==> src/rnpc_pkg.sv <==
// shared types, palette constants and class map of the nearest palette classifier
package rnpc_pkg;

  localparam int unsigned PAL_COUNT = 9;
  localparam int unsigned CHAN_W    = 8;
  localparam int unsigned SQ_W      = 18;
  localparam int unsigned ROOT_W    = 9;
  localparam int unsigned INDEX_W   = 4;
  localparam int unsigned CLASS_W   = 2;

  // palette colors, entry i at [i]
  localparam logic [PAL_COUNT-1:0][CHAN_W-1:0] PAL_R = {
    8'd50, 8'd0, 8'd255, 8'd0, 8'd255, 8'd255, 8'd0, 8'd0, 8'd200
  };
  localparam logic [PAL_COUNT-1:0][CHAN_W-1:0] PAL_G = {
    8'd200, 8'd0, 8'd255, 8'd150, 8'd0, 8'd255, 8'd0, 8'd255, 8'd150
  };
  localparam logic [PAL_COUNT-1:0][CHAN_W-1:0] PAL_B = {
    8'd50, 8'd0, 8'd255, 8'd255, 8'd255, 8'd0, 8'd255, 8'd0, 8'd0
  };

  typedef enum logic [CLASS_W-1:0] {
    CLASS_PLAIN    = 2'd0,
    CLASS_FOREST   = 2'd1,
    CLASS_WATER    = 2'd2,
    CLASS_MOUNTAIN = 2'd3
  } terrain_e;

  typedef logic [SQ_W-1:0] sq_t;
  typedef sq_t [PAL_COUNT-1:0] sq_vec_t;

  // word handed from cell to cell
  typedef struct packed {
    logic [CHAN_W-1:0] red;
    logic [CHAN_W-1:0] green;
    logic [CHAN_W-1:0] blue;
    sq_vec_t           sq;
    sq_t               min_sq;
    logic [ROOT_W-1:0] root;
    sq_t               root_sq;
  } word_t;

  // terrain class of a palette index
  function automatic terrain_e class_of(input logic [INDEX_W-1:0] idx);
    terrain_e c;
    case (idx)
      4'd1, 4'd8:             c = CLASS_PLAIN;
      4'd3, 4'd4, 4'd6, 4'd7: c = CLASS_FOREST;
      4'd2, 4'd5:             c = CLASS_WATER;
      default:                c = CLASS_MOUNTAIN;
    endcase
    return c;
  endfunction

endpackage

==> src/rnpc_sqrt_cell.sv <==
// root cell: settles one bit of the integer square root of the minimum
module rnpc_sqrt_cell #(
  parameter int unsigned BIT = 0
) (
  input  logic           clk_i,
  input  logic           rst_ni,
  input  logic           valid_i,
  output logic           ready_o,
  input  rnpc_pkg::word_t word_i,
  output logic           valid_o,
  input  logic           ready_i,
  output rnpc_pkg::word_t word_o
);
  import rnpc_pkg::*;

  localparam int unsigned TRY_W = SQ_W + 2;

  logic [TRY_W-1:0] try_sq;
  logic             valid_q;
  word_t            word_q, word_d;
  logic             load;

  // (r + 2^k)^2 = r^2 + r*2^(k+1) + 2^(2k)
  always_comb begin
    try_sq = TRY_W'(word_i.root_sq)
           + (TRY_W'(word_i.root) << (BIT + 1))
           + (TRY_W'(1) << (2 * BIT));
    word_d = word_i;
    if (try_sq <= TRY_W'(word_i.min_sq)) begin
      word_d.root    = word_i.root | (ROOT_W'(1) << BIT);
      word_d.root_sq = try_sq[SQ_W-1:0];
    end
  end

  assign ready_o = !valid_q || ready_i;
  assign load    = valid_i && ready_o;

  always_ff @(posedge clk_i or negedge rst_ni) begin
    if (!rst_ni) begin
      valid_q <= 1'b0;
    end else if (ready_o) begin
      valid_q <= valid_i;
    end
  end

  always_ff @(posedge clk_i) begin
    if (load) begin
      word_q <= word_d;
    end
  end

  assign valid_o = valid_q;
  assign word_o  = word_q;

endmodule

==> config.mk <==
export PLATFORM = sky130hd
export DESIGN_NAME = rnpc_sqrt_cell
export DESIGN_NICKNAME = d
export VERILOG_FILES = /design/src/rnpc_pkg.sv /design/src/rnpc_sqrt_cell.sv
export SDC_FILE = /design/constraint.sdc
export NUM_CORES = 1
export LEC_CHECK = 0
export BUFFER_PORTS_ARGS = -buffer_cell sky130_fd_sc_hd__buf_2
export CORE_AREA = 2 2 182 184
export CTS_CLUSTER_DIAMETER = 50
export DETAILED_ROUTE_END_ITERATION = 8
export DIE_AREA = 0 0 184 186
export GPL_TIMING_DRIVEN = 0
export HOLD_SLACK_MARGIN = 0.12
export MAX_ROUTING_LAYER = met4
export PLACE_DENSITY = 0.55
export SETUP_SLACK_MARGIN = 0.4
export SYNTH_ARGS = -nofsm -noshare
export SYNTH_HDL_FRONTEND = slang
export SYNTH_SLANG_ARGS = --single-unit
==> constraint.sdc <==
create_clock -name clk_i -period 10.98 [get_ports clk_i]
set_clock_uncertainty 0.15 [all_clocks]
set_input_delay 1.647 -clock clk_i [delete_from_list [all_inputs] [get_ports clk_i]]
set_output_delay 1.647 -clock clk_i [all_outputs]
set_load 0.03 [all_outputs]
# After elaboration in Yosys (flattened, before gate mapping)
# Index checks and enable logic that the tools add are counted.
# op_classes
n_addsub	2
n_mul	0
n_div	0
order_cmp	1
n_eq_ne	0
n_shift	0
muxes	1
n_bitwise	0
n_reduce_logical	3
# ops
op	n
$add 19x1->20 const B	1
$le 20x18->1	1
$add 18x10->19	1
$mux 18	1
$logic_and 1x1->1	1
$logic_not 1->1	1
$logic_or 1x1->1	1
# word_totals
ff_bits	232
latchBits	0
ramBits	0
rom_bits	0
inputBits	235
output_inout_bits	233
wordCells	24
memories	0

# Logic depth before layout (Yosys ltp)
# logic_depth
word_depth	4
ltp_mapped	17
mapped_depth_nobuf	16

# Worst setup path after synthesis
# Ideal clock, no wire load.
# synth_timing
kind	input to register
startpoint	input ready_i
endpoint	register word_q, in the netlist word_o[0] (enable)
setup_ps	619
arrival_ps	7274
path_slack_ps	2937
stages	2
n_path_buf	0
cell_sequence	nand2b_1 > and2_1
# synth_between
elab_chain_cells	2
# synth_lines
item	line_no	source
start, declared	rnpc_sqrt_cell.sv:11	input logic ready_i,
$logic_or 1x1->1	rnpc_sqrt_cell.sv:35	assign ready_o = !valid_q || ready_i;
$logic_and 1x1->1	rnpc_sqrt_cell.sv:36	assign load = valid_i && ready_o;
via load	rnpc_sqrt_cell.sv:21	logic load;
end signal, assigned	rnpc_sqrt_cell.sv:48	word_q <= word_d;
end, declared	rnpc_sqrt_cell.sv:20	word_t word_q, word_d;
# The timed path passes the listed nets, and every way through them passes these cells.
# A chain may end at the register's enable or synchronous reset.

==> impl_metrics.json <==
{
  "ys_top_cells_by_count": "231 x edfxtp_1, 27 x ha_1, 22 x inv_1, 20 x a21oi_1",
  "nFillCells": 3097,
  "grt_use_met2_pct": 23.0,
  "avgSynthCellArea_sq_um": 19.9,
  "critPathLaunchType": "input port",
  "antenna_found_initial": 4,
  "report.final.slew_viol_count": 0,
  "hold_buffers": 0,
  "layout-drive-gt1-share_pct": 57.5,
  "cp.arrival_ns": 5.37,
  "critPathMaxFanout": 10,
  "grt_use_met3_pct": 4.30,
  "drc": 0,
  "die_h_microns": 186,
  "final_util_pct": 38.9,
  "area_growth_pct": 50.4,
  "synth.most_common_cell": "edfxtp_1",
  "async_flop_share_pct": 0.431,
  "place_ws_ns": 5.10,
  "htree_num_levels": 2,
  "yosysWarnings": 0,
  "cts.path.max_buffers": 3,
  "clk_pin_slew_ns": 0.06,
  "syn_inst": 419,
  "ys_seq_area_share_pct": 83.7,
  "clk_latency_ns": 0.50,
  "yosys.area.top_type": "edfxtp_1",
  "num_vias": 5619,
  "peakVddDrop_v": 0.000169,
  "root_buffer": "clkbuf_16",
  "fin_ws_ns": 5.70,
  "ff2ff_path_depth": 4,
  "wl_per_cell_microns": 17.7,
  "syn_area_sq_um": 8320,
  "post_cts_buffers": 0,
  "layout.nets": 1188,
  "post_cts_resized": 0,
  "status": "complete, no violations",
  "fmax_mhz": 189,
  "fin_setup_tns_ns": 0,
  "cp-end-kind": "register",
  "synth_area_leaders": "edfxtp_1 83%, ha_1 4.1%, xnor2_1 1.9%",
  "finalCriticalPeriod_ns": 5.28,
  "grt_use_total_pct": 13.5,
  "finalCritPeriodShare_pct": 48.1,
  "regToRegEndpoint": "word_o[116]",
  "finalSetupViolCount": 0,
  "p_leak_uw": 0.00535,
  "grt_pass1_vias": 5687,
  "drtPass1Iterations": 4,
  "dr.first_iter.drc_count": 214,
  "start_util_pct": 25.8,
  "grt_pass1_wl_mm": 33.3,
  "hp-class": "reg2reg",
  "antenna_left": 0,
  "gr-total-overflow": 0,
  "syn_nets": 682,
  "numClockSinks": 232,
  "multi_input_area_sq_um": 1250,
  "yosys.cell_types.count": 38,
  "tightestPinTransition_ns": 0.496,
  "grt_max_degree": 70,
  "io_pins": 468,
  "critPathLaunch": "word_i[0]",
  "hold_start": "valid_o",
  "r2r-start": "valid_o",
  "synth_ff_type": "edfxtp_1",
  "row_count": 66,
  "crit_type": "in2reg",
  "grtUsageMet1_pct": 14.9,
  "dpl.hpwl_mm": 18.7,
  "wl_mm": 24.1,
  "slew_headroom_pct": 66.9,
  "cap_violations": 0,
  "grt-busiest-layer": "met2",
  "synth_top_area_share_pct": 83.4,
  "cts_tree": "built",
  "ys_seq_elements": 232,
  "crit_required_ns": 11.07,
  "hold_viol": 0,
  "numCtsBuffers": 35,
  "dieWidth_microns": 184,
  "gp_congestion": 0.771,
  "whs_endpoint": "valid_o",
  "rsz0062_at_grt": "false",
  "core-area_sq_um": 32200,
  "rrSetupSlack_ns": 8.71,
  "viasPerCell": 4.12,
  "port_buffers": 466,
  "power_density_nw_per_um2": 203,
  "synth-edff-count": 231,
  "worstHoldPathCells": 2,
  "area.sequential_sq_um": 6960,
  "die_area_sq_um": 34200
}
layer usage:
metal  vias to the layer above  share of wire, %  wire length, microns
met5                         -                 0                     0
met4                         0               2.4                   586
met3                        42               8.4                  2030
met2                       273                51                 12200
met1                      2653                39                  9290
li1                       2651                 -                     -
worst max path at each step:
| stage | slack, ns | cells past startpoint | endpoint |
|---|---|---|---|
| CTS | 5.63 | 18 | word_o[7] |
| floorplan | 2.94 | 2 | word_o[0] |
| detailed placement | 5.10 | 18 | word_o[7] |
| global route | 5.47 | 18 | word_o[7] |
| finish | 5.70 | 18 | word_o[7] |
| global placement | 0.73 | 3 | word_o[78] |
area by class of cell:
class | count | share of cell area, %
inverter | 22 | 0.660
antenna | 4 | 0.0800
clock inverter | 26 | 2.62
buffer | 3 | 0.220
clock buffer | 38 | 7.42
multi-input combinational | 162 | 9.98
tap | 408 | 4.08
sequential | 232 | 55.6
timing repair buffer | 469 | 19.3
worst max-delay path: stages:
cell and delay (ns):
buf_2 0.13, inv_1 0.07, fa_1 0.46, nor2b_1 0.18, o211ai_1 0.12, a21oi_1 0.26, nor2_1 0.17, nor2_1 0.34
xnor2_1 0.12, ha_1 0.30, nand4_1 0.15, or4_1 0.51, nor2_1 0.10, a21oi_1 0.05, o21ai_2 0.08, nand2_1 0.12
buf_6 0.20, mux2_4 0.33
registers in the layout, indices dropped and copies added (netlist names):
name and cells:
word_o 231, valid_o 1
kinds of logic (layout without fill, tap and decap cells):
family	count (synthesis)	after routing	share of synthesized area, %
muxes	12	12	1.97
other	0	4	0
xor gates and xnor gates	20	20	2.11
AOI/OAI and AO/OA	38	38	2.75
and+or+nand+nor	64	64	3.85
buffers and inverters	25	558	1.32
adders and majority gates	28	28	4.30
DFF	232	232	83.7
where the power goes:
part	leakage [uW]	internal, uW	switching, uW
clock	0.000608	745	425
sequential	0.00221	1040	11.3
combinational	0.00253	107	209
stage by stage:
stage               instance area [sq um]  hold WS (ns)  power [uW]  instances
floorplan                            8320         0.775        1270        419
global placement                    11200         0.350        1400       1293
detailed placement                  11200         0.379        1390       1296
CTS                                 12500         0.393        2580       1360
global route                        12500         0.454        2640       1364
finish                              12500         0.392        2540       1364
layout by cell type, fill, tap and decap left out, drive strengths merged, types with 5 or more instances in the layout:
master  count
nor2       18
ha         27
clkinv      9
buf       472
nand2      14
clkbuf     38
mux2       11
nand4       8
bufinv      5
nor2b       5
inv        31
a21oi      21
xnor2      18
nand3       7
edfxtp    231
o21ai       6
Note: power is estimated with default switching activity, not from simulation.
