===== src/rnpc_pkg.sv =====
// shared types, palette constants and class map of the nearest palette classifier
package rnpc_pkg;

  localparam int unsigned PAL_COUNT = 9;
  localparam int unsigned CHAN_W    = 8;
  localparam int unsigned SQ_W      = 18;
  localparam int unsigned ROOT_W    = 9;
  localparam int unsigned INDEX_W   = 4;
  localparam int unsigned CLASS_W   = 2;

  // palette colors, entry i at [i]
  localparam logic [PAL_COUNT-1:0][CHAN_W-1:0] PAL_R = {
    8'd50, 8'd0, 8'd255, 8'd0, 8'd255, 8'd255, 8'd0, 8'd0, 8'd200
  };
  localparam logic [PAL_COUNT-1:0][CHAN_W-1:0] PAL_G = {
    8'd200, 8'd0, 8'd255, 8'd150, 8'd0, 8'd255, 8'd0, 8'd255, 8'd150
  };
  localparam logic [PAL_COUNT-1:0][CHAN_W-1:0] PAL_B = {
    8'd50, 8'd0, 8'd255, 8'd255, 8'd255, 8'd0, 8'd255, 8'd0, 8'd0
  };

  typedef enum logic [CLASS_W-1:0] {
    CLASS_PLAIN    = 2'd0,
    CLASS_FOREST   = 2'd1,
    CLASS_WATER    = 2'd2,
    CLASS_MOUNTAIN = 2'd3
  } terrain_e;

  typedef logic [SQ_W-1:0] sq_t;
  typedef sq_t [PAL_COUNT-1:0] sq_vec_t;

  // word handed from cell to cell
  typedef struct packed {
    logic [CHAN_W-1:0] red;
    logic [CHAN_W-1:0] green;
    logic [CHAN_W-1:0] blue;
    sq_vec_t           sq;
    sq_t               min_sq;
    logic [ROOT_W-1:0] root;
    sq_t               root_sq;
  } word_t;

  // terrain class of a palette index
  function automatic terrain_e class_of(input logic [INDEX_W-1:0] idx);
    terrain_e c;
    case (idx)
      4'd1, 4'd8:             c = CLASS_PLAIN;
      4'd3, 4'd4, 4'd6, 4'd7: c = CLASS_FOREST;
      4'd2, 4'd5:             c = CLASS_WATER;
      default:                c = CLASS_MOUNTAIN;
    endcase
    return c;
  endfunction

endpackage


===== src/rnpc_dist_cell.sv =====
// palette cell: squared distance to one palette color and running minimum
module rnpc_dist_cell #(
  parameter int unsigned INDEX = 0
) (
  input  logic           clk_i,
  input  logic           rst_ni,
  input  logic           valid_i,
  output logic           ready_o,
  input  rnpc_pkg::word_t word_i,
  output logic           valid_o,
  input  logic           ready_i,
  output rnpc_pkg::word_t word_o
);
  import rnpc_pkg::*;

  logic [CHAN_W-1:0]   dr, dg, db;
  logic [2*CHAN_W-1:0] qr, qg, qb;
  sq_t                 s;
  logic                valid_q;
  word_t               word_q, word_d;
  logic                load;

  // absolute channel differences and their squares
  always_comb begin
    dr = (word_i.red > PAL_R[INDEX]) ? word_i.red - PAL_R[INDEX] : PAL_R[INDEX] - word_i.red;
    dg = (word_i.green > PAL_G[INDEX]) ? word_i.green - PAL_G[INDEX]
                                       : PAL_G[INDEX] - word_i.green;
    db = (word_i.blue > PAL_B[INDEX]) ? word_i.blue - PAL_B[INDEX]
                                      : PAL_B[INDEX] - word_i.blue;
    qr = dr * dr;
    qg = dg * dg;
    qb = db * db;
    s  = SQ_W'(qr) + SQ_W'(qg) + SQ_W'(qb);
  end

  // store own distance, keep smallest so far
  always_comb begin
    word_d           = word_i;
    word_d.sq[INDEX] = s;
    if (s < word_i.min_sq) begin
      word_d.min_sq = s;
    end
  end

  assign ready_o = !valid_q || ready_i;
  assign load    = valid_i && ready_o;

  always_ff @(posedge clk_i or negedge rst_ni) begin
    if (!rst_ni) begin
      valid_q <= 1'b0;
    end else if (ready_o) begin
      valid_q <= valid_i;
    end
  end

  always_ff @(posedge clk_i) begin
    if (load) begin
      word_q <= word_d;
    end
  end

  assign valid_o = valid_q;
  assign word_o  = word_q;

endmodule


===== config.mk =====
export PLATFORM = sky130hd
export DESIGN_NAME = rnpc_dist_cell
export DESIGN_NICKNAME = d
export VERILOG_FILES = /design/src/rnpc_pkg.sv /design/src/rnpc_dist_cell.sv
export SDC_FILE = /design/constraint.sdc
export NUM_CORES = 1
export LEC_CHECK = 0
export ABC_AREA = 0
export BUFFER_PORTS_ARGS = -buffer_cell sky130_fd_sc_hd__buf_2
export CAP_MARGIN = 20
export CORE_AREA = 2 2 184 186
export DETAILED_ROUTE_END_ITERATION = 8
export DIE_AREA = 0 0 186 188
export GPL_TIMING_DRIVEN = 0
export PLACE_DENSITY = 0.73
export RECOVER_POWER = 50
export REMOVE_ABC_BUFFERS = 1
export SYNTH_ARGS = -nofsm -noshare
export SYNTH_HDL_FRONTEND = slang
export SYNTH_SLANG_ARGS = --single-unit
export TNS_END_PERCENT = 30

===== constraint.sdc =====
create_clock -name clk_i -period 11.8 [get_ports clk_i]
set_clock_uncertainty 0.1 [all_clocks]
set_input_delay 1.18 -clock clk_i [delete_from_list [all_inputs] [get_ports clk_i]]
set_output_delay 1.18 -clock clk_i [all_outputs]
set_load 0.01 [all_outputs]

# ---- Word level (Yosys, flattened, before mapping)
# Index checks and enable logic that the tools add are counted.
dict set report totals {
  ff_bits 232
  latchBits 0
  mem_bits_rw 0
  mem_bits_ro 0
  in_bits 235
  n_memories 0
}
dict set report classes {
  n_addsub 7
  multipliers 3
  div 0
  n_lt_le_gt_ge 4
  n_eq_ne 0
  n_shift 0
  mux 4
  bitwise_logic 0
  reduce_logical 3
}
# operator count
set ops {}
lappend ops {{multiplier 8 x 8 -> 16 bit} 3}
lappend ops {{2-to-1 mux 8 bit} 3}
lappend ops {{adder 17 x 16 -> 18 bit} 1}
lappend ops {{less-than comparator 18 bit} 1}
lappend ops {{2-to-1 mux 18 bit} 1}
lappend ops {{adder 16 x 16 -> 17 bit} 1}
lappend ops {{greater-than comparator 8 bit, second input constant} 2}
lappend ops {{subtractor 8 bit, first input constant} 2}
lappend ops {{subtractor 8 bit, second input constant} 2}
lappend ops {{greater-than comparator 8 x 1 -> 1 bit, second input constant} 1}
lappend ops {{subtractor 1 x 8 -> 8 bit, first input constant} 1}
lappend ops {{logical AND 1 bit} 1}
lappend ops {{zero test 1 bit} 1}
lappend ops {{logical OR 1 bit} 1}

# ---- Longest topological paths before layout
# Gate-level depths: netlist of run 1.
dict set report depth {
  ltp_word 7
  ltp_mapped 37
  mapped_depth_nobuf 35
}

# ---- Worst setup path after synthesis of run 1
# OpenSTA, ideal clock, no wires.
dict set report synth_timing {
  path_kind {input to register}
  startpoint {input word_i[215] (netlist name)}
  endpoint {register word_q, in the netlist word_o[35], data pin}
  setup_time_ns 0.260
  t_arrival_ns 9.565
  slack_ns 1.875
  stages 33
  path_buffers 2
  cell_sequence {clkinv_1 > ha_1 > nand3b_1 > a21o_1 > a21boi_4 > mux2i_1 > xnor2_2 > nand2_1 > fa_1 > inv_1 > fa_1 > fa_1 > fa_1 > fa_1 > fa_1 > inv_1 > fa_1 > inv_1 > ha_1 > clkbuf_1 > a21oi_1 > o21a_1 > nor2_1 > a211o_1 > nor3_1 > ha_1 > a21o_1 > a21o_1 > a21oi_1 > o21ai_0 > a21oi_4 > buf_4 > mux2_2}
}
# item line
set synth_rtl {}
lappend synth_rtl {{start, declared} rnpc_dist_cell.sv:9} ;# input rnpc_pkg::word_t word_i,
lappend synth_rtl {{end signal, assigned} rnpc_dist_cell.sv:58} ;# word_q <= word_d;
lappend synth_rtl {{end, declared} rnpc_dist_cell.sv:20} ;# word_t word_q, word_d;

==> impl_metrics.tcl, run 1 <==
set metrics [dict create \
    syn_avg_cell_area_um2 13.5 \
    cts_hold_buf 0 \
    nNetsFinal 1969 \
    crit_family "adder cells" \
    route.detailed.drc 0 \
    crit_path_max_fanout 18 \
    place_congestion 0.908 \
    min_period_ns 11.13 \
    hold_path.class "in2async" \
    yosys-top-cells-count "edfxtp_1 (231), inv_1 (227), fa_1 (132)" \
    cts_setup_buffers 0 \
    slowest_delay_ns 0.78 \
    first_global_vias 10100 \
    core_um2 33100 \
    ys_ff_latch 232 \
    endpoint_kind "flip-flop" \
    die_x_um 186 \
    cts_root_buf "clkbuf_16" \
    rows 67 \
    die-height_um 188 \
    yosysTopAreaCellShare_pct 50.1 \
    synthTopCellsByArea "edfxtp_1 (50%), fa_1 (19%), ha_1 (9.6%)" \
    ys_types 54 \
    vias 9629 \
    yosysMostFrequentCell "edfxtp_1" \
    yosysSeqAreaShare_pct 50.3 \
    dp_cells 1915 \
    slew_violations 58 \
    syn_area_um2 13800 \
    synth_edf_count 231 \
    setup_viol 0 \
    violations "capacitance limit, slew limit" \
    dieArea_um2 35000 \
    drive_gt1_share_pct 26.1 \
    pin_count 468 \
    slew_headroom_pct -185 \
    crit_path_start_kind "input port" \
    wire_per_inst_um 21.3 \
    crit_arrival_ns 11.31 \
    port_buffers 449 \
    rsz0062_at_grt "false" \
    cts_tree "done" \
    fin_tns_setup_ns 0 \
    htreeDepth 1 \
    grt_first_pass_wirelength_um 61400 \
    tightest_slew_ns 4.28 \
    first_pass_iters 4 \
    drtIter0Drc 534 \
    clock-sinks 232 \
    cts.clk_slew.worst_paths_ns 0.06 \
    wl_um 41900 \
    fmax_mhz 89.9 \
    ys.warnings.count 0 \
    ant_nets 0 \
    worstSkewPairLatency_ns 0.52 \
    antenna_found_initial 21 \
    final_cells 1971 \
    postSynthCellCount 1025 \
    initial_core_util_pct 41.8 \
    syn2layout_area_growth_pct 25.9 \
    overflow 0 \
    multi_input_area_um2 5970 \
    via_per_inst 4.89 \
    critPathSlowestCell "xor2_1" \
    hpwl_um 34500 \
    async_flop_share_pct 0.431 \
    path_buf_inv 6 \
    post-route-period-util_pct 94.3 \
    regArea_um2 6960 \
    cts_resized 0 \
    finalHoldViolCount 0 \
    crit_type "in2reg" \
    synth_flop_cell "edfxtp_1" \
    grt_util_all_layers_pct 23.9 \
    maxCapViolCount 1 \
    yosys.area.top_type "edfxtp_1" \
    grt_max_degree 73 \
    cts_made_buffers 27 \
    nFillCells 2893 \
    clock_path_buffers 3 \
    cp.required_ns 11.99 \
    status "finished with violations" \
    crit_top_cell "fa_1" \
]
==> kinds of logic after synthesis <==
logic type | after synthesis | synth area share [%]
compound gates | 75 | 3.90
xor+xnor | 26 | 1.75
fa+ha+maj | 238 | 28.7
buf+inv | 238 | 6.56
flops | 232 | 50.3
mux | 30 | 2.33
simple gates | 186 | 6.47
==> state kept, by name (all words and copies together), names as in the netlist <==
register	cells
valid_o	1
word_o	231
==> worst register-to-register path, delay by kind of cell, from the launching register on <==
kind	cells	cell delay [ns]
buffers and inverters	2	0.68
and+or+nand+nor	2	3.17
DFF	1	0.37
==> cells in the final DEF (no fill, tap or decap), types with 3 or more instances in the layout <==
cell type / n
clkinv_1: 4
clkinv_2: 5
a211oi_1: 4
a21oi_1: 19
edfxtp_1: 231
nand3_1: 10
xnor2_1: 15
nand2b_1: 14
mux2_2: 18
diode_2: 7
nor2b_1: 12
nor2_1: 68
xor2_1: 9
nand4_1: 5
o21ai_0: 17
ha_1: 106
mux2i_1: 12
clkbuf_16: 27
inv_1: 227
clkbuf_1: 135
nor3_1: 8
buf_16: 3
buf_2: 319
a21o_1: 10
fa_1: 132
bufinv_16: 4
and2_1: 18
nand2_1: 36
a211o_1: 5
==> per-layer routing <==
layer	routed length [µm]	GRT usage (%)	up-vias
li1	-	-	4338
met1	17300	31.9	4864
met2	19600	38.7	326
met3	3620	5.79	79
met4	1320	6.87	22
met5	138	0	-
==> worst paths after layout <==
path	from	end	slack, ns	cells after the start
worst max-delay path	word_i[223]	word_o[27]$_DFFE_PP_	0.67	33
max in group asynchronous	rst_ni	valid_o$_DFFE_PN0N_	11.19	1
worst min-delay path	rst_ni	valid_o$_DFFE_PN0N_	0.32	1
worst min register to register	valid_o$_DFFE_PN0N_	valid_o$_DFFE_PN0N_	0.45	2
min in group clk_i	valid_o$_DFFE_PN0N_	valid_o$_DFFE_PN0N_	0.45	2
worst max register to register	valid_o$_DFFE_PN0N_	word_o[54]$_DFFE_PP_	7.12	4
==> per-stage QoR <==
stage	hold WS, ns	instance area, µm²	setup slack, ns	util [%]
CTS	0.300	17600	0.689	53.1
global placement	0.400	16600	0.408	50.1
global route	0.301	17400	0.0938	52.6
detailed placement	0.440	16700	0.157	50.4
floorplan	0.522	13800	1.92	-
finish	0.323	17400	0.674	52.6
==> layout make-up <==
class	count	share of cell area (%)
inverter	228	4.91
sequential	232	40.0
clock buffer	32	3.99
antenna	7	0.101
timing repair buffer	452	12.4
tap	448	3.22
multi-input combinational	555	34.3
clock inverter	17	1.14
Power of run 1 is left out: the tool's default activity adds up to more than one toggle a clock period on the data nets, which glitch-free logic cannot reach.
==> run 2: changes to the inputs <==
--- a/config.mk
+++ b/config.mk
@@ -12,7 +12,7 @@
 export DETAILED_ROUTE_END_ITERATION = 8
 export DIE_AREA = 0 0 186 188
 export GPL_TIMING_DRIVEN = 0
-export PLACE_DENSITY = 0.73
+export PLACE_DENSITY = 0.69
 export RECOVER_POWER = 50
 export REMOVE_ABC_BUFFERS = 1
 export SYNTH_ARGS = -nofsm -noshare
==> run 2 against run 1 <==
Against the previous run: the run still ends with capacitance limit, slew limit left; flip-flop and latch count stayed put; critical path depth stayed put; cell count is 0.15% higher; fmax is 0.43% higher; non-clock buffer count is the same; core utilization increased by 0.44 points; die area stayed put; first-iteration DRC count rose by 1.3%; global-route usage fell by 0.31 points; worst hold slack got worse by 0.043 ns; critical endpoint is now word_o[34]$_DFFE_PP_; highest routed layer unchanged.
==> impl_metrics.tcl, run 2 (synthesis gave the netlist of run 1 again) <==
set metrics [dict create \
    die-height_um 188 \
    grt_util_all_layers_pct 23.6 \
    crit_top_cell "fa_1" \
    antenna_found_initial 20 \
    fin_tns_setup_ns 0 \
    worstSkewPairLatency_ns 0.56 \
    crit_path_max_fanout 18 \
    slowest_delay_ns 0.76 \
    clock-sinks 232 \
    cts_resized 0 \
    path_buf_inv 6 \
    maxCapViolCount 3 \
    finalHoldViolCount 0 \
    drive_gt1_share_pct 32.2 \
    pin_count 468 \
    worstSetupStartpoint "word_i[223]" \
    cts.clk_slew.worst_paths_ns 0.06 \
    grt_max_degree 72 \
    crit_type "in2reg" \
    clock_path_buffers 3 \
    slew_violations 172 \
    cts_tree "done" \
    cts_setup_buffers 0 \
    ant_nets 0 \
    core_um2 33100 \
    vias 9558 \
    crit_arrival_ns 11.30 \
    tightest_slew_ns 3.92 \
    first_pass_iters 5 \
    cts_root_buf "clkbuf_16" \
    hold_path.class "in2async" \
    wl_um 41400 \
    overflow 0 \
    nNetsFinal 1969 \
    htreeDepth 1 \
    rows 67 \
    status "finished with violations" \
    endpoint_kind "flip-flop" \
    port_buffers 449 \
    first_global_vias 9971 \
    r2r_slack_ns 5.71 \
    place_congestion 0.841 \
    setup_viol 0 \
    die_x_um 186 \
    via_per_inst 4.84 \
    hpwl_um 33500 \
    wire_per_inst_um 21.0 \
    cts_hold_buf 0 \
    whs_ns 0.279 \
    violations "capacitance limit, slew limit" \
    rsz0062_at_grt "false" \
    min_period_ns 11.08 \
    initial_core_util_pct 41.8 \
    crit_family "adder cells" \
    r2r-start "valid_o$_DFFE_PN0N_" \
    largest_reg_flops 231 \
    cp.required_ns 12.02 \
    post-route-period-util_pct 93.9 \
    fmax_mhz 90.3 \
    final_common_cell "buf_2" \
    critPathSlowestCell "xor2_1" \
    route.detailed.drc 0 \
    syn2layout_area_growth_pct 27.0 \
    drtIter0Drc 541 \
    dieArea_um2 35000 \
    slew_headroom_pct -161 \
    crit_path_start_kind "input port" \
    grt_first_pass_wirelength_um 60000 \
    cts_made_buffers 27 \
    final_cell_mix "buf_2 (413), edfxtp_1 (231), inv_1 (227)" \
]
run 2: changes by cell type in the layout (fill, tap and decap cells not counted), sizes merged:
cell | before | now
buf | 322 | 414
clkbuf | 162 | 68
clkinv | 11 | 10
diode | 7 | 9
bufinv | 4 | 6
inv | 229 | 231
run 2: metrics by stage:
step	std cells	cell area, µm²	setup WS (ns)	utilization (%)
final	1974	17600	0.722	53.1
after global routing	1969	17600	0.121	53.0
after CTS	1965	17600	0.774	53.3
after detailed placement	1915	16700	0.172	50.4
after global placement	1912	16600	0.342	50.1
after floorplan	1015	13800	1.92	-
run 2: path summary, 6_finish.rpt:
kind                                             end  cells after the start
worst min-delay path             valid_o$_DFFE_PN0N_                      1
min in group clk_i               valid_o$_DFFE_PN0N_                      2
worst max-delay path            word_o[34]$_DFFE_PP_                     33
worst max register to register  word_o[56]$_DFFE_PP_                      4
worst min register to register   valid_o$_DFFE_PN0N_                      2
max in group asynchronous        valid_o$_DFFE_PN0N_                      1
run 2: routing by layer:
layer / up-vias / part of all wire [%] / track usage (%)
met5: - / 0.26 / 0
met1: 4729 / 39 / 30.2
li1: 4335 / - / -
met4: 16 / 3.9 / 7.66
met2: 382 / 47 / 38.4
met3: 96 / 9.8 / 6.86
run 2: worst reg2reg max path, delay by kind of cell (launching register included):
kind	cells	cell delay (ns)
buffers and inverters	2	3.22
AND/OR/NAND/NOR	2	2.02
flip-flops	1	0.38
run 2: area by class of cell:
cell class	instances	area, µm²
diodes	9	22.5
clock buffers	30	687
clock inverters	20	278
fillers	2839	15500
inverters	228	856
multi-input cells	555	5970
flip-flops and latches	232	6960
well taps	448	561
repair buffers	452	2240
Power of run 2 is left out for the same reason.
