[src/rnpc_pkg.sv]
// shared types, palette constants and class map of the nearest palette classifier
package rnpc_pkg;

  localparam int unsigned PAL_COUNT = 9;
  localparam int unsigned CHAN_W    = 8;
  localparam int unsigned SQ_W      = 18;
  localparam int unsigned ROOT_W    = 9;
  localparam int unsigned INDEX_W   = 4;
  localparam int unsigned CLASS_W   = 2;

  // palette colors, entry i at [i]
  localparam logic [PAL_COUNT-1:0][CHAN_W-1:0] PAL_R = {
    8'd50, 8'd0, 8'd255, 8'd0, 8'd255, 8'd255, 8'd0, 8'd0, 8'd200
  };
  localparam logic [PAL_COUNT-1:0][CHAN_W-1:0] PAL_G = {
    8'd200, 8'd0, 8'd255, 8'd150, 8'd0, 8'd255, 8'd0, 8'd255, 8'd150
  };
  localparam logic [PAL_COUNT-1:0][CHAN_W-1:0] PAL_B = {
    8'd50, 8'd0, 8'd255, 8'd255, 8'd255, 8'd0, 8'd255, 8'd0, 8'd0
  };

  typedef enum logic [CLASS_W-1:0] {
    CLASS_PLAIN    = 2'd0,
    CLASS_FOREST   = 2'd1,
    CLASS_WATER    = 2'd2,
    CLASS_MOUNTAIN = 2'd3
  } terrain_e;

  typedef logic [SQ_W-1:0] sq_t;
  typedef sq_t [PAL_COUNT-1:0] sq_vec_t;

  // word handed from cell to cell
  typedef struct packed {
    logic [CHAN_W-1:0] red;
    logic [CHAN_W-1:0] green;
    logic [CHAN_W-1:0] blue;
    sq_vec_t           sq;
    sq_t               min_sq;
    logic [ROOT_W-1:0] root;
    sq_t               root_sq;
  } word_t;

  // terrain class of a palette index
  function automatic terrain_e class_of(input logic [INDEX_W-1:0] idx);
    terrain_e c;
    case (idx)
      4'd1, 4'd8:             c = CLASS_PLAIN;
      4'd3, 4'd4, 4'd6, 4'd7: c = CLASS_FOREST;
      4'd2, 4'd5:             c = CLASS_WATER;
      default:                c = CLASS_MOUNTAIN;
    endcase
    return c;
  endfunction

endpackage

[src/rnpc_pixel_if.sv]


interface rnpc_result_if;
  logic       valid;
  logic       ready;
  logic [1:0] terrain_class;
  logic [3:0] nearest_index;
  logic [8:0] nearest_distance;

  modport source (output valid, terrain_class, nearest_index, nearest_distance, input ready);
  modport sink   (input valid, terrain_class, nearest_index, nearest_distance, output ready);
endinterface

[src/rnpc_pick_cell.sv]
// last cell: first entry whose floored distance equals the minimum, output register
module rnpc_pick_cell (
  input  logic                  clk_i,
  input  logic                  rst_ni,
  input  logic                  valid_i,
  output logic                  ready_o,
  input  rnpc_pkg::word_t       word_i,
  rnpc_result_if.source         result_o
);
  import rnpc_pkg::*;

  logic [SQ_W:0]        limit;
  logic [INDEX_W-1:0]   idx;
  logic                 valid_q;
  logic [INDEX_W-1:0]   idx_q;
  logic [CLASS_W-1:0]   class_q;
  logic [ROOT_W-1:0]    dist_q;
  logic                 load;

  // floor(sqrt(s)) == root  <=>  s <= root^2 + 2*root
  always_comb begin
    limit = {1'b0, word_i.root_sq} + (SQ_W+1)'({word_i.root, 1'b0});
    idx   = '0;
    for (int i = PAL_COUNT - 1; i >= 0; i--) begin
      if ({1'b0, word_i.sq[i]} <= limit) begin
        idx = INDEX_W'(i);
      end
    end
  end

  assign ready_o = !valid_q || result_o.ready;
  assign load    = valid_i && ready_o;

  always_ff @(posedge clk_i or negedge rst_ni) begin
    if (!rst_ni) begin
      valid_q <= 1'b0;
    end else if (ready_o) begin
      valid_q <= valid_i;
    end
  end

  always_ff @(posedge clk_i) begin
    if (load) begin
      idx_q   <= idx;
      class_q <= class_of(idx);
      dist_q  <= word_i.root;
    end
  end

  assign result_o.valid            = valid_q;
  assign result_o.terrain_class    = class_q;
  assign result_o.nearest_index    = idx_q;
  assign result_o.nearest_distance = dist_q;

endmodule

[src/flat_wrapper.sv]
// flat-port wrapper written by rule: the top's interface ports become plain ports
module rnpc_pick_cell_flat import rnpc_pkg::*;
  (clk_i, rst_ni, valid_i, ready_o, word_i, result_o_valid, result_o_terrain_class, result_o_nearest_index, result_o_nearest_distance, result_o_ready);
  rnpc_result_if result_o_i ();
  input  logic clk_i;
  input  logic rst_ni;
  input  logic valid_i;
  output logic ready_o;
  input  rnpc_pkg::word_t word_i;
  output wire logic [$bits(result_o_i.valid)-1:0] result_o_valid;
  output wire logic [$bits(result_o_i.terrain_class)-1:0] result_o_terrain_class;
  output wire logic [$bits(result_o_i.nearest_index)-1:0] result_o_nearest_index;
  output wire logic [$bits(result_o_i.nearest_distance)-1:0] result_o_nearest_distance;
  input wire logic [$bits(result_o_i.ready)-1:0] result_o_ready;
  assign result_o_valid = result_o_i.valid;
  assign result_o_terrain_class = result_o_i.terrain_class;
  assign result_o_nearest_index = result_o_i.nearest_index;
  assign result_o_nearest_distance = result_o_i.nearest_distance;
  assign result_o_i.ready = result_o_ready;
  rnpc_pick_cell u_core (.clk_i(clk_i), .rst_ni(rst_ni), .valid_i(valid_i), .ready_o(ready_o), .word_i(word_i), .result_o(result_o_i));
endmodule
[config.mk]
export PLATFORM = sky130hd
export DESIGN_NAME = rnpc_pick_cell_flat
export DESIGN_NICKNAME = d
export VERILOG_FILES = /design/src/rnpc_pkg.sv /design/src/rnpc_pixel_if.sv /design/src/rnpc_pick_cell.sv /design/src/flat_wrapper.sv
export SDC_FILE = /design/constraint.sdc
export NUM_CORES = 1
export LEC_CHECK = 0
export ABC_AREA = 1
export ABC_CLOCK_PERIOD_IN_PS = 1750
export BUFFER_PORTS_ARGS = -buffer_cell sky130_fd_sc_hd__buf_2
export CAP_MARGIN = 20
export CORE_UTILIZATION = 49
export CTS_CLUSTER_DIAMETER = 40
export DETAILED_ROUTE_END_ITERATION = 8
export GPL_ROUTABILITY_DRIVEN = 0
export PLACE_DENSITY_LB_ADDON = 0.3
export SYNTH_ARGS = -nofsm -noshare
export SYNTH_HDL_FRONTEND = slang
export SYNTH_SLANG_ARGS = --single-unit
[constraint.sdc]
create_clock -name clk_i -period 1.75 [get_ports clk_i]
set_input_delay 0.35 -clock clk_i [delete_from_list [all_inputs] [get_ports clk_i]]
set_output_delay 0.35 -clock clk_i [all_outputs]
set_load 0.02 [all_outputs]
# Yosys cells after proc, flatten, opt, wreduce, memory -nomap -nowiden
# Memories as Yosys holds them, arrays and structs flattened. A register that Yosys moved wholly into a read port is not among the register bits.
# Cells that the tools add are included.
# word_totals
mem_bits_ro,32
out_inout_bits,17
memories,1
wordCells,26
reg_bits,14
input_bits,235
# memory_table
name,words,word_bits,rd,rd_clocked_by_memory_dff,wr,line,text
(name not given),16,2,1,1,0,rnpc_pkg.sv:46,case (idx)
# classes
n_reduce_logical,3
n_addsub,1
muxes,9
n_lt_le_gt_ge,9
# ops
cell,n
$le A18 B19 Y1,9
$mux W4,9
$add A18 B10 Y19,1
$logic_and A1 B1 Y1,1
$logic_not A1 Y1,1
$logic_or A1 B1 Y1,1

# Longest topological paths before layout
# Gate-level depths: netlist (run 1).
# depth
word_depth,11
depth_mapped,36

# Worst setup path after synthesis (run 1)
# No wires, ideal clock.
# synth_path
path_kind,input to register
start,input port word_i[1] (netlist bit)
end,"register u_core.class_q[1], in the netlist u_core.result_o.terrain_class[1] (data pin)"
cell_stages,29
n_path_buf,0
required_ns,1.498
path_slack_ns,-2.443
arrival_ns,3.941
path_cell_list,ha_1 inv_1 fa_1 o21ai_1 a21oi_1 o21ai_0 a21oi_1 nor3_1 xor2_1 ha_1 nand2_1 inv_1 nand4_1 nor3_1 nand3_1 nor2_1 a21oi_2 nand2_1 nand2_1 nand2_1 nand2_1 nand2_1 nand2_1 inv_1 ha_1 nor2_1 nor2_1 nand2_1 nand2_1
# synth_between
elab_cells_between_ends,19
cone_classes,add/sub (1); order compare (9); mux (9)
# synth_lines
item,line,text
"start, declared",flat_wrapper.sv:9,input rnpc_pkg::word_t word_i;
$add A18 B10 Y19 *,rnpc_pick_cell.sv:22,"limit = {1'b0, word_i.root_sq} + (SQ_W+1)'({word_i.root, 1'b0});"
$le A18 B19 Y1,rnpc_pick_cell.sv:25,"if ({1'b0, word_i.sq[i]} <= limit) begin"
$mux W4 (7 in series),rnpc_pick_cell.sv:25,
$mux W4 *,rnpc_pick_cell.sv:25,
named net u_core.idx[0],rnpc_pick_cell.sv:13,logic [INDEX_W-1:0] idx;
"end, declared",rnpc_pick_cell.sv:16,logic [CLASS_W-1:0] class_q;
# The timed path passes the listed nets; every way through them passes the cells marked *.
# A chain may end at the register's enable or synchronous reset.

# Worst setup path after layout (run 1)
# layout_path
start,input port word_i[1] (netlist bit)
end,"register u_core.class_q[0], in the netlist u_core.result_o.terrain_class[0] (data pin)"
# layout_between
elab_chain_cells,11
elab_cells_between_ends,19
cone_classes,add/sub (1); order compare (9); mux (9)
# layout_lines
item,line
$add A18 B10 Y19 *,rnpc_pick_cell.sv:22
$le A18 B19 Y1,rnpc_pick_cell.sv:25
$mux W4 (8 in series),rnpc_pick_cell.sv:25
$mux W4 *,rnpc_pick_cell.sv:25
# Every way passes the cells marked *; elsewhere a longest branch is shown, timed or not.

==> results of run 1 <==
[cell type report]
class                      count  share of cell area (%)
inverter                     106                   4.675
clock buffer                   4                  0.5163
multi-input combinational    647                   58.97
timing repair buffer         382                   28.41
sequential                    16                   5.450
tap                          136                   1.950
antenna                        1                 0.02868
[worst min-delay path by stage]
stage	endpoint	depth (start not counted)
floorplan	u_core.result_o.valid$_DFFE_PN0N_	0
global placement	u_core.result_o.valid$_DFFE_PN0N_	1
detailed placement	u_core.result_o.valid$_DFFE_PN0N_	1
CTS	u_core.result_o.nearest_distance[0]$_DFFE_PP_	1
global route	u_core.result_o.nearest_distance[8]$_DFFE_PP_	1
finish	u_core.result_o.nearest_distance[0]$_DFFE_PP_	1
[through the flow]
stage                     setup WS [ps]  power (µW)  TNS, ps
final                             -2594        4759   -14610
after global placement            -2545        3624   -13880
after floorplan                   -2075        2188   -10490
after detailed placement          -2607        3715   -14400
after CTS                         -2089        4270   -11500
after global routing              -2796        5114   -15820
[layer usage]
metal,part of all wire (%),up-vias,wire length [µm]
met5,0,-,0
met4,7.1,0,1710
met3,10,183,2502
met2,47,519,11340
met1,35,3354,8461
li1,-,3418,-
[logic make-up (layout without fill, tap and decap cells)]
| kind of cell | Yosys count | in the layout |
|---|---|---|
| compound gates | 114 | 114 |
| xor+xnor | 13 | 13 |
| fa+ha+maj | 162 | 162 |
| buf+inv | 108 | 492 |
| flops | 16 | 16 |
| other cells | 0 | 1 |
| simple gates | 358 | 358 |
[sequential cells by signal (all words and copies together), names as in the netlist]
| name | cells |
|---|---|
| u_core.result_o.valid | 1 |
| u_core.result_o.nearest_distance | 9 |
| u_core.result_o.terrain_class | 2 |
| u_core.result_o.nearest_index | 4 |
[cells in the final DEF, fill, tap and decap left out, types with 5 or more instances in the layout]
cell / instances
sky130_fd_sc_hd__nor2_1: 33
sky130_fd_sc_hd__ha_1: 139
sky130_fd_sc_hd__buf_12: 5
sky130_fd_sc_hd__nand2_1: 171
sky130_fd_sc_hd__nand2_2: 31
sky130_fd_sc_hd__nor2_2: 17
sky130_fd_sc_hd__inv_1: 97
sky130_fd_sc_hd__nand3_1: 32
sky130_fd_sc_hd__edfxtp_1: 15
sky130_fd_sc_hd__buf_2: 207
sky130_fd_sc_hd__a21oi_2: 6
sky130_fd_sc_hd__nand3_2: 9
sky130_fd_sc_hd__a21oi_1: 57
sky130_fd_sc_hd__o21ai_0: 15
sky130_fd_sc_hd__ha_4: 22
sky130_fd_sc_hd__inv_2: 7
sky130_fd_sc_hd__buf_4: 154
sky130_fd_sc_hd__nor3_1: 6
sky130_fd_sc_hd__xor2_4: 5
sky130_fd_sc_hd__nand2_4: 7
sky130_fd_sc_hd__nand4_1: 24
sky130_fd_sc_hd__buf_6: 13
sky130_fd_sc_hd__o21bai_1: 5
sky130_fd_sc_hd__nand3b_1: 5
[where the power goes]
part / leakage (µW) / total, µW / internal (µW) / switching, µW
clock: 0.0000228 / 288 / 161 / 127
combinational: 0.00465 / 4010 / 1880 / 2140
sequential: 0.000154 / 458 / 452 / 6.77
[timing repair]
item / in CTS / in global routing
hold buffers: 1 / 0
setup endpoints to repair: 6 / 6
resized for setup: 64 / 47
pin swaps: 47 / 48
hold endpoints to repair: 1 / 0
buffers inserted: 14 / 9
==> results summary, run 1 <==
Clock latency on the worst-skew pair, taken at its later pin, is 250 ps. Summed over its instances, the top area cell type makes up 37.61% of the synthesized netlist area. The total of warnings raised by yosys is 0. Entering global routing, the biggest net connects 10 pins. Setup repair after global routing could not meet its margin everywhere.

The total CTS buffers came out at 3. Averaged over all synthesized cells, the footprint is 6.947 µm². The flip-flop and latch count after synthesis is 16. The path class of the tightest hold or removal check is in -> reg. Setup violations remaining at the end of the flow were counted as 6.

The register clock-pin slew on the reported worst setup and hold paths is 70 ps. The routed design has 24020 µm of wire. For the final database, setup skew stands at 7.778 ps.

The most numerous cell on the critical path is sky130_fd_sc_hd__nand2_1. The startpoint of the lowest-slack hold path is word_i[18]. The global routing stage identified its most utilized layer as met2. The simple-gate share of the synthesized area came out at 31.02%. The ratio of cells with drive above 1 in the final layout is 44.94%. The met1 track demand over resource in global routing came out at 39.13%.

The worst-case reg-to-reg path depth is 2. For the finished layout, the period the worst path requires is 4344 ps. The floorplan has 37 rows. Among all flip-flop cells after synthesis, the most frequent one is sky130_fd_sc_hd__edfxtp_1. The sum of net half-perimeters after detailed placement came out at 15940 µm. The worst hold slack is 282.6 ps. The die height came out at 106.6 µm. The cell taking the most area after synthesis is sky130_fd_sc_hd__ha_1.

The core area came out at 10460 µm². The startpoint of the worst-slack reg-to-reg timing path is u_core.result_o.valid$_DFFE_PN0N_. The minimum setup slack among reg-to-reg paths is 660 ps. The initial standard-cell utilization of the core is 51.20%. Following the worst setup path forward leads to its endpoint at u_core.result_o.terrain_class[0]$_DFFE_PP_. The pre-antenna-repair detailed-routing pass consisted of 9 iterations. By area the synthesized netlist is led by sky130_fd_sc_hd__ha_1, sky130_fd_sc_hd__nand2_1, sky130_fd_sc_hd__edfxtp_1. After the last flow step, the layout net total stands at 1553. The non-filler instance count after layout came out at 1292. The placed instance count came out at 1264. The via count of the first global-routing pass came out at 7109. The global router's overall resource usage came out at 35.82%. The residual overflow from global routing is 0. Summing all flip-flop and latch instances after layout gives 475.5 µm². The total number of clock tree sinks came out at 16. The number of distinct library cell variants in the gate-level netlist after synthesis is 43.

The fraction of synthesized area in multiplexers came out at 0%. The kind of start point of the critical path is an input port. The worst-case vdd ir drop is 0.0004192 V. The fraction of the mapped netlist area in adder cells came out at 37.98%. The wire length of the first global-routing pass came out at 32120 µm. The post-route clock period utilization is 248.2%.

Of the total synthesized cell area, the portion taken by XOR and XNOR cells is 2.126%. For this run, the slowest stage of the critical path takes 420 ps. TritonCTS built the clock tree. The number of DRC violations after detailed routing came out at 1. The H-tree depth is 1. The detail-routed via count per cell is 5.785.

The slew at the pin closest to its max-slew limit is 522.5 ps. The top achievable clock speed came out at 230.2 MHz. sky130_fd_sc_hd__nand2_1 is the most common cell in the netlist. The wire length per cell came out at 18.59 µm.

The arrival time of the worst setup path is 4340 ps. Counting the fill cells in the layout gives 611. Max-cap violations in this run came to 0.

The cell area after placement is 7849 µm². The tree is rooted in a sky130_fd_sc_hd__clkbuf_8. The die is 106.6 µm wide. The checks that failed: design-rule violations, negative setup slack. The number of antenna violations at the first check in global routing came out at 1. The logic depth of the worst setup path including buffers is 26. For this run, global-route usage on met3 was measured as 6.438%.

The number of top-level pins came out at 252. Port buffering added 209 buffers. The routing usage on met2 is 66.56%. Dividing total power by cell area gives a power density of 545.5 nW/µm². The fraction of the yosys area taken by sequential cells is 8.876%. The maximum fanout encountered on the critical timing path is 4. The final hold violation count is 0. The layout overhead on the synthesized area came out at 62.88%.

The area of the mapped netlist came out at 5356 µm². In this run the remaining antenna-violating nets after routing total 0. Grouping stages by cell kind, the critical path spends the most delay in simple AND/OR/NAND/NOR gates. On the critical path, the stage with the largest delay is an instance of sky130_fd_sc_hd__nor3_2. The final cell utilization of the core is 83.39%.

The count of final max-slew check failures is 0. The maximum clock insertion buffer count came out at 2. The share of synthesized registers carrying an async set or reset came out at 6.250%.

The number of buffers and inverters on the critical path is 6. The flow ran to the end, but the final reports show violations. The total area of multi-input combinational cells came out at 5145 µm². Counting every instance in the synthesized netlist gives 771. The main combinational cell family by area after synthesis is adder cells. The static leakage is 0.004823 µW. The finished layout cell area is 8725 µm². In this run, synthesis inferred 15 flip-flops with an integrated enable. The worst setup path is captured at a register. The number of nets produced by synthesis came out at 1168. The setup path with the least slack is of type in -> reg.

The critical path required time came out at 1750 ps. The critical path startpoint is word_i[1]. The post-route worst setup slack came out at -2594 ps. The compound-gate portion of the synthesized area is 12.17%. The commonest cells after synthesis are sky130_fd_sc_hd__nand2_1, sky130_fd_sc_hd__ha_1, sky130_fd_sc_hd__inv_1. The routed via count came out at 7474. The area enclosed by the die boundary is 11350 µm². The worst register-to-register path ends at u_core.result_o.nearest_distance[8]$_DFFE_PP_. The worst max-slew margin expressed relative to the limit came out at 65.17%.

The first-iteration detailed-routing DRC count came out at 552.
Note: power is estimated with default switching activity, not from simulation.
==> run 2: changes to the inputs <==
--- a/config.mk
+++ b/config.mk
@@ -6,10 +6,10 @@
 export NUM_CORES = 1
 export LEC_CHECK = 0
 export ABC_AREA = 1
-export ABC_CLOCK_PERIOD_IN_PS = 1750
+export ABC_CLOCK_PERIOD_IN_PS = 4000
 export BUFFER_PORTS_ARGS = -buffer_cell sky130_fd_sc_hd__buf_2
 export CAP_MARGIN = 20
-export CORE_UTILIZATION = 49
+export CORE_UTILIZATION = 40
 export CTS_CLUSTER_DIAMETER = 40
 export DETAILED_ROUTE_END_ITERATION = 8
 export GPL_ROUTABILITY_DRIVEN = 0
==> constraint.sdc (replaced) <==
create_clock -name clk_i -period 4 [get_ports clk_i]
set_input_delay 0.8 -clock clk_i [delete_from_list [all_inputs] [get_ports clk_i]]
set_output_delay 0.8 -clock clk_i [all_outputs]
set_load 0.02 [all_outputs]
==> run 2 against run 1 <==
Net effect:
- the flow finishes with violations (negative setup slack)
- global-route usage decreased by 7.6 points
- worst setup slack improved by 2200 ps
- via count decreased by 12%
- cell area decreased by 2.2%
- die area increased by 22%
- combinational power decreased by 59%
- power decreased by 56%
- largest power group unchanged
- highest routed layer is now met5
==> results summary, run 2 (same netlist as run 1, synthesis figures left out) <==
The clock network fraction of design power came out at 10.7% (was 6.1%). Unrepaired setup endpoints after global routing: yes (unchanged). The wire length per cell came out at 15.49 µm (was 18.59 µm). The power consumption came out at 2078 µW (was 4759 µW).

The class of the most critical hold timing path is in -> async (was in -> reg). The site row count came out at 41 (was 37). The detail-routed via count per cell is 5.070 (was 5.785).

The clock tree from TritonCTS is done (unchanged). The top achievable clock speed came out at 229.2 MHz. The clock period minus worst slack is 4362 ps. The critical setup path kind is in -> reg (unchanged). The peak per-stage delay on the critical path is 360 ps (was 420 ps). The via count of the first global-routing pass came out at 6514 (was 7109). The layout overhead on the synthesized area came out at 59.33% (was 62.88%). The post-route clock period utilization is 109.1%. The length of the first detailed-routing pass in iterations came out at 6 (was 9). The sum of net half-perimeters after detailed placement is 16040 µm (was 15940 µm). The maximum clock insertion buffer count was 2 (unchanged). The worst hold slack is 318.5 ps (was 282.6 ps). The most common library cell in the layout ignoring fill and taps is sky130_fd_sc_hd__buf_2 (unchanged). The slowest cell on the critical path is sky130_fd_sc_hd__fa_2 (was sky130_fd_sc_hd__nor3_2). Most frequent cells in the layout: sky130_fd_sc_hd__buf_2, sky130_fd_sc_hd__nand2_1, sky130_fd_sc_hd__ha_1 (was sky130_fd_sc_hd__buf_2, sky130_fd_sc_hd__nand2_1, sky130_fd_sc_hd__buf_4). The power density relative to cell area is 243.5 nW/µm² (was 545.5 nW/µm²). The number of DRC violations after detailed routing came out at 0 (was 1).

The H-tree depth is 1 (unchanged). The core area is 12820 µm² (was 10460 µm²). The ratio of cells with drive above 1 in the final layout is 43.21% (was 44.94%). The capture instance of the worst register-to-register path is u_core.result_o.nearest_distance[8]$_DFFE_PP_ (unchanged). The slew at the pin closest to its max-slew limit came out at 490.9 ps (was 522.5 ps).

Failing checks: negative setup slack (was design-rule violations, negative setup slack). The startpoint of the worst-slack reg-to-reg timing path was u_core.result_o.valid$_DFFE_PN0N_ (unchanged). The register clock-pin slew on the reported worst setup and hold paths is 60 ps (was 70 ps).

The worst-case reg-to-reg path depth came out at 2 (unchanged). The die height came to 117.7 µm (was 106.6 µm). The arrival time of the worst setup path came to 4370 ps (was 4340 ps).

The count of port buffers added during placement came to 209 (unchanged). The wire length after detailed routing came out at 20170 µm (was 24020 µm). The switching power is 925.7 µW (was 2270 µW). The horizontal extent of the die was 117.7 µm (was 106.6 µm).

The first-iteration detailed-routing DRC count is 283 (was 552). The static leakage is 0.004725 µW (was 0.004823 µW). The clock latency on the worst-skew pair came out at 250 ps (about the same).

The total CTS buffers is 3 (unchanged). The initial standard-cell utilization of the core came out at 41.77% (was 51.20%). The final hold violation count came out at 0 (unchanged). The number of nets with antenna violations after detailed routing was 0 (unchanged).

The global router's overall resource usage came out at 28.23% (was 35.82%). The largest clock skew in the final design came out at 5.525 ps (was 7.778 ps). The residual overflow from global routing is 0 (unchanged). The number of flip-flops in the largest register was 9 (unchanged).

The maximum fanout encountered on the critical timing path is 5 (was 4). The share of total power in sequential cells came out at 9.7% (was 9.6%). The number of violations of the max-capacitance limit came out at 0 (unchanged). The net count reported at finish is 1525 (was 1553).

The worst-case vdd ir drop is 0.0001457 V (was 0.0004192 V). The count of final max-slew check failures is 0 (unchanged). The kind of capture point of the worst setup path is a register (unchanged). The total number of clock tree sinks is 16 (unchanged). The pin count of the biggest net entering global routing came to 16 (was 10). The post-route worst setup slack is -362.1 ps (was -2594 ps). Outcome: complete, but fails checks (unchanged). The root buffer selected by CTS is sky130_fd_sc_hd__clkbuf_16 (was sky130_fd_sc_hd__clkbuf_8). The critical path required time is 4010 ps (was 1750 ps).

The number of top-level pins came to 252 (unchanged). The internal cell power is 1152 µW (was 2489 µW). The fraction of power spent switching nets came to 44.54% (was 47.70%). The wire length of the first global-routing pass was 31020 µm (was 32120 µm).

The area enclosed by the die boundary came out at 13860 µm² (was 11350 µm²). The minimum setup slack among reg-to-reg paths is 2900 ps (was 660 ps). The number of antenna violations at the first check in global routing is 4 (was 1). The most numerous cell on the critical path is sky130_fd_sc_hd__nand2_1 (unchanged). The kind of start point of the critical path is an input port (unchanged).

The summed negative setup slack over all endpoints is -1213 ps (was -14610 ps). The worst max-slew margin expressed relative to the limit is 67.24% (was 65.17%). The final setup violation count came out at 6 (unchanged). The portion of total power attributed to combinational logic is 79.6% (was 84.3%). The routed via count came to 6601 (was 7474).
[run 2: repair_timing]
action                                 in CTS  in global routing
setup buffers                              20                  3
resized for setup                          71                 39
pin swaps                                  66                 30
endpoints found under the hold margin       0                  0
hold buffers                                0                  0
setup endpoints to repair                   6                  6
[run 2: how the worst max path moves through the flow]
stage | cells past startpoint | slack [ps] | from | end
global route | 36 | -640 | word_i[18] | u_core.result_o.terrain_class[1]$_DFFE_PP_
CTS | 27 | -300 | word_i[21] | u_core.result_o.terrain_class[0]$_DFFE_PP_
finish | 34 | -360 | word_i[18] | u_core.result_o.terrain_class[0]$_DFFE_PP_
global placement | 28 | -880 | word_i[18] | u_core.result_o.terrain_class[0]$_DFFE_PP_
floorplan | 27 | -280 | word_i[1] | u_core.result_o.terrain_class[0]$_DFFE_PP_
detailed placement | 28 | -900 | word_i[18] | u_core.result_o.terrain_class[0]$_DFFE_PP_
[run 2: final cells by class]
| cell class | instances | area, µm² |
|---|---|---|
| multi-input combinational | 647 | 5032 |
| sequential | 16 | 475.5 |
| clock buffer | 4 | 88.84 |
| tap | 172 | 215.2 |
| timing repair buffer | 354 | 2312 |
| fill | 1140 | 4290 |
| antenna | 3 | 7.507 |
| inverter | 106 | 402.9 |
[run 2: metrics by stage]
stage	setup WS (ps)	cell area [µm²]	utilization, %	instances
after CTS	-296.7	8339	65.02	1299
final	-362.1	8534	66.55	1302
after global routing	-638.9	8532	66.53	1301
after floorplan	-278.8	5450	-	771
after detailed placement	-900.9	7736	60.32	1277
after global placement	-881.1	7736	60.32	1277
[run 2: critical path: cells and delay by family]
family	cells	cell delay (ps)
adder cells (fa/ha/maj)	4	1050
XOR/XNOR	1	130
AND/OR/NAND/NOR	20	1270
AO/OA/AOI/OAI	4	650
buffers and inverters	5	470
[run 2: power by group through the flow]
stage / registers (µW) / logic (µW) / clock network (µW)
floorplan: 219 / 735 / 0
global placement: 204 / 1400 / 0
detailed placement: 204 / 1420 / 0
CTS: 201 / 1560 / 226
global route: 202 / 1830 / 230
finish: 201 / 1660 / 222
[run 2: per-layer routing]
layer | GRT usage, % | wire length, µm
met1 | 32.89 | 8063
met2 | 53.31 | 10190
met3 | 4.409 | 1505
met4 | 6.490 | 396
met5 | 0 | 13
==> run 3: changes to the inputs <==
--- a/config.mk
+++ b/config.mk
@@ -6,7 +6,7 @@
 export NUM_CORES = 1
 export LEC_CHECK = 0
 export ABC_AREA = 1
-export ABC_CLOCK_PERIOD_IN_PS = 4000
+export ABC_CLOCK_PERIOD_IN_PS = 3920
 export BUFFER_PORTS_ARGS = -buffer_cell sky130_fd_sc_hd__buf_2
 export CAP_MARGIN = 20
 export CORE_UTILIZATION = 40
@@ -14,6 +14,7 @@
 export DETAILED_ROUTE_END_ITERATION = 8
 export GPL_ROUTABILITY_DRIVEN = 0
 export PLACE_DENSITY_LB_ADDON = 0.3
+export REMOVE_ABC_BUFFERS = 1
 export SYNTH_ARGS = -nofsm -noshare
 export SYNTH_HDL_FRONTEND = slang
 export SYNTH_SLANG_ARGS = --single-unit
==> constraint.sdc (replaced) <==
create_clock -name clk_i -period 3.92 [get_ports clk_i]
set_input_delay 0.784 -clock clk_i [delete_from_list [all_inputs] [get_ports clk_i]]
set_output_delay 0.784 -clock clk_i [all_outputs]
set_load 0.02 [all_outputs]
==> run 3 against run 2 <==
Net effect:
- the flow still finishes with violations (negative setup slack)
- combinational power is essentially flat
- worst setup slack lost 80 ps
- critical path depth shrank 1
- utilization grew 0.88 points
- first-iteration DRC count grew 27%
- final cell count grew 2.1%
- clock-buffer cell count is the same
- power grew 1.6%
- sequential cell count is the same
- clock power is essentially flat
- cell area grew 1.3%
- largest power group unchanged
==> results summary, run 3 (same netlist as run 1, synthesis figures left out) <==
The worst-case reg-to-reg path depth came out at 2 (unchanged). The maximum fanout encountered on the critical timing path came out at 4 (was 5). The number of violations of the max-capacitance limit came out at 0 (unchanged). The wire length after detailed routing is 20140 µm (was 20170 µm). Most frequent cells in the layout: sky130_fd_sc_hd__buf_2, sky130_fd_sc_hd__nand2_1, sky130_fd_sc_hd__buf_4 (was sky130_fd_sc_hd__buf_2, sky130_fd_sc_hd__nand2_1, sky130_fd_sc_hd__ha_1). The hold-fix buffer count after cts came out at 0 (unchanged). The startpoint of the worst-slack reg-to-reg timing path is u_core.result_o.valid$_DFFE_PN0N_ (unchanged). The pin count of the biggest net entering global routing came to 16 (unchanged).

The first-iteration detailed-routing DRC count is 358 (was 283). The maximum clock insertion buffer count was 2 (unchanged). The static leakage came out at 0.004833 µW (was 0.004725 µW). The count of final max-slew check failures came out at 0 (unchanged). The length of the first detailed-routing pass in iterations came out at 7 (was 6). The kind of capture point of the worst setup path is a register (unchanged). The net count reported at finish came out at 1552 (was 1525). The wire length of the first global-routing pass came to 31130 µm (was 31020 µm). The area taken by flip-flops and latches is 475.5 µm² (unchanged). The worst setup path endpoint is u_core.result_o.terrain_class[0]$_DFFE_PP_ (unchanged). The detail-routed via count per cell came out at 5.056 (was 5.070).

The critical path required time is 3920 ps (was 4010 ps). The number of antenna violations at the first check in global routing is 4 (unchanged). The post-route worst setup slack came out at -442.1 ps (was -362.1 ps). The largest clock skew in the final design came to 2.833 ps (was 5.525 ps). For this run, the top clock speed supported by timing is 229.2 MHz. Unrepaired setup endpoints after global routing: yes (unchanged). The die height came out at 117.7 µm (unchanged). The class of the most critical hold timing path was in -> async (unchanged). The most common library cell in the layout ignoring fill and taps was sky130_fd_sc_hd__buf_2 (unchanged). The clock latency on the worst-skew pair is 250 ps (about the same). The minimum setup slack among reg-to-reg paths is 2810 ps (was 2900 ps). The summed negative setup slack over all endpoints came out at -1834 ps (was -1213 ps). The critical setup path kind is in -> reg (unchanged).

The arrival time of the worst setup path came to 4370 ps (about the same). The layout overhead on the synthesized area is 61.43% (was 59.33%). The via count of the first global-routing pass is 6444 (was 6514).

The ratio of cells with drive above 1 in the final layout is 43.76% (was 43.21%). The total CTS buffers is 3 (unchanged). The worst hold slack came out at 302.9 ps (was 318.5 ps). The peak per-stage delay on the critical path is 340 ps (was 360 ps). Outcome: complete, but fails checks (unchanged). The slowest cell on the critical path is sky130_fd_sc_hd__fa_2 (unchanged).

The final hold violation count was 0 (unchanged). The site row count came out at 41 (unchanged). The count of port buffers added during placement came out at 209 (unchanged). The global router's overall resource usage is 28.35% (was 28.23%). The wire length per cell is 15.16 µm (was 15.49 µm). The number of top-level pins is 252 (unchanged).

The kind of start point of the critical path is an input port (unchanged). The count of filler cells inserted in the layout was 1094 (was 1140). The initial standard-cell utilization of the core is 41.77% (unchanged).

The routed via count is 6720 (was 6601). The clock period minus worst slack is 4362 ps. The horizontal extent of the die came out at 117.7 µm (unchanged). The root buffer selected by CTS is sky130_fd_sc_hd__clkbuf_16 (unchanged). The total number of clock tree sinks is 16 (unchanged). The critical path startpoint is word_i[1] (was word_i[18]). The post-route clock period utilization came out at 111.3%. The power density relative to cell area is 244.3 nW/µm² (was 243.5 nW/µm²).

The clock tree from TritonCTS is done (unchanged). The H-tree depth came out at 1 (unchanged). The worst-case vdd ir drop is 0.0001805 V (was 0.0001457 V). The number of flip-flops in the largest register was 9 (unchanged). The non-filler instance count after layout was 1329 (was 1302). The residual overflow from global routing was 0 (unchanged). The most numerous cell on the critical path is sky130_fd_sc_hd__nand2_1 (unchanged). The number of DRC violations after detailed routing came to 0 (unchanged).

The core area was 12820 µm² (unchanged). Failing checks: negative setup slack (unchanged). The sum of net half-perimeters after detailed placement is 16770 µm (was 16040 µm). The area enclosed by the die boundary is 13860 µm² (unchanged).

The total area of multi-input combinational cells came to 4959 µm² (was 5032 µm²). The power consumption was 2112 µW (was 2078 µW). The register clock-pin slew on the reported worst setup and hold paths is 50 ps (was 60 ps). The number of nets with antenna violations after detailed routing came to 0 (unchanged). The placed instance count is 1310 (was 1277). The final setup violation count is 6 (unchanged). The capture instance of the worst register-to-register path is u_core.result_o.nearest_distance[7]$_DFFE_PP_ (was u_core.result_o.nearest_distance[8]$_DFFE_PP_). The worst max-slew margin expressed relative to the limit is 52.51% (was 67.24%).

The slew at the pin closest to its max-slew limit is 711.7 ps (was 490.9 ps).
## run 3: cell type report
cell class,instances,share of cell area (%)
Multi-Input combinational cell,647,57.34
Timing Repair Buffer,381,28.87
Sequential cell,16,5.498
Inverter,106,4.688
Tap cell,172,2.489
Clock buffer,4,1.027
Antenna cell,3,0.08682
## run 3: worst min-delay path by stage
stage | from | endpoint | slack [ps] | cells after the start
4_1_cts | rst_ni | u_core.result_o.valid$_DFFE_PN0N_ | 300 | 1
6_report | rst_ni | u_core.result_o.valid$_DFFE_PN0N_ | 300 | 1
3_5_place_dp | u_core.result_o.valid$_DFFE_PN0N_ | u_core.result_o.valid$_DFFE_PN0N_ | 500 | 2
2_1_floorplan | rst_ni | u_core.result_o.valid$_DFFE_PN0N_ | 490 | 0
5_1_grt | rst_ni | u_core.result_o.valid$_DFFE_PN0N_ | 300 | 1
3_3_place_gp | u_core.result_o.valid$_DFFE_PN0N_ | u_core.result_o.valid$_DFFE_PN0N_ | 500 | 2
## run 3: power by group
part	switching, µW	total [µW]	internal, µW
logic	862	1690	827
clock network	63.7	219	155
registers	3.01	205	202
total	928	2110	1180
## run 3: worst max-delay path, delay by kind of cell
kind / cells / cell delay [ps]
simple gates: 18 / 1130
fa+ha+maj: 4 / 1040
xor+xnor: 1 / 70
buf+inv: 5 / 570
compound gates: 5 / 740
## run 3: metal layers
layer | vias to the layer above | track usage, % | part of all wire (%)
met5 | - | 0 | 0.11
met1 | 2962 | 35.30 | 43
met2 | 279 | 49.85 | 47
met4 | 4 | 8.654 | 3.1
li1 | 3422 | - | -
met3 | 53 | 4.264 | 6.8
## run 3: repair_timing
item / 4_1_cts / 5_1_grt
setup buffers: 7 / 6
gates resized for setup: 71 / 46
pin swaps: 41 / 45
endpoints found under the setup margin: 6 / 6
cloned: 0 / 0
endpoints found under the hold margin: 0 / 0
## run 3: through the flow
stage / utilization (%) / instance area (µm²) / setup WS (ps)
after floorplan: - / 5340 / -707.3
after global placement: 61.42 / 7878 / -1007
after detailed placement: 61.42 / 7878 / -1061
after CTS: 65.18 / 8359 / -405.7
after global routing: 67.40 / 8645 / -674.3
final: 67.42 / 8647 / -442.1
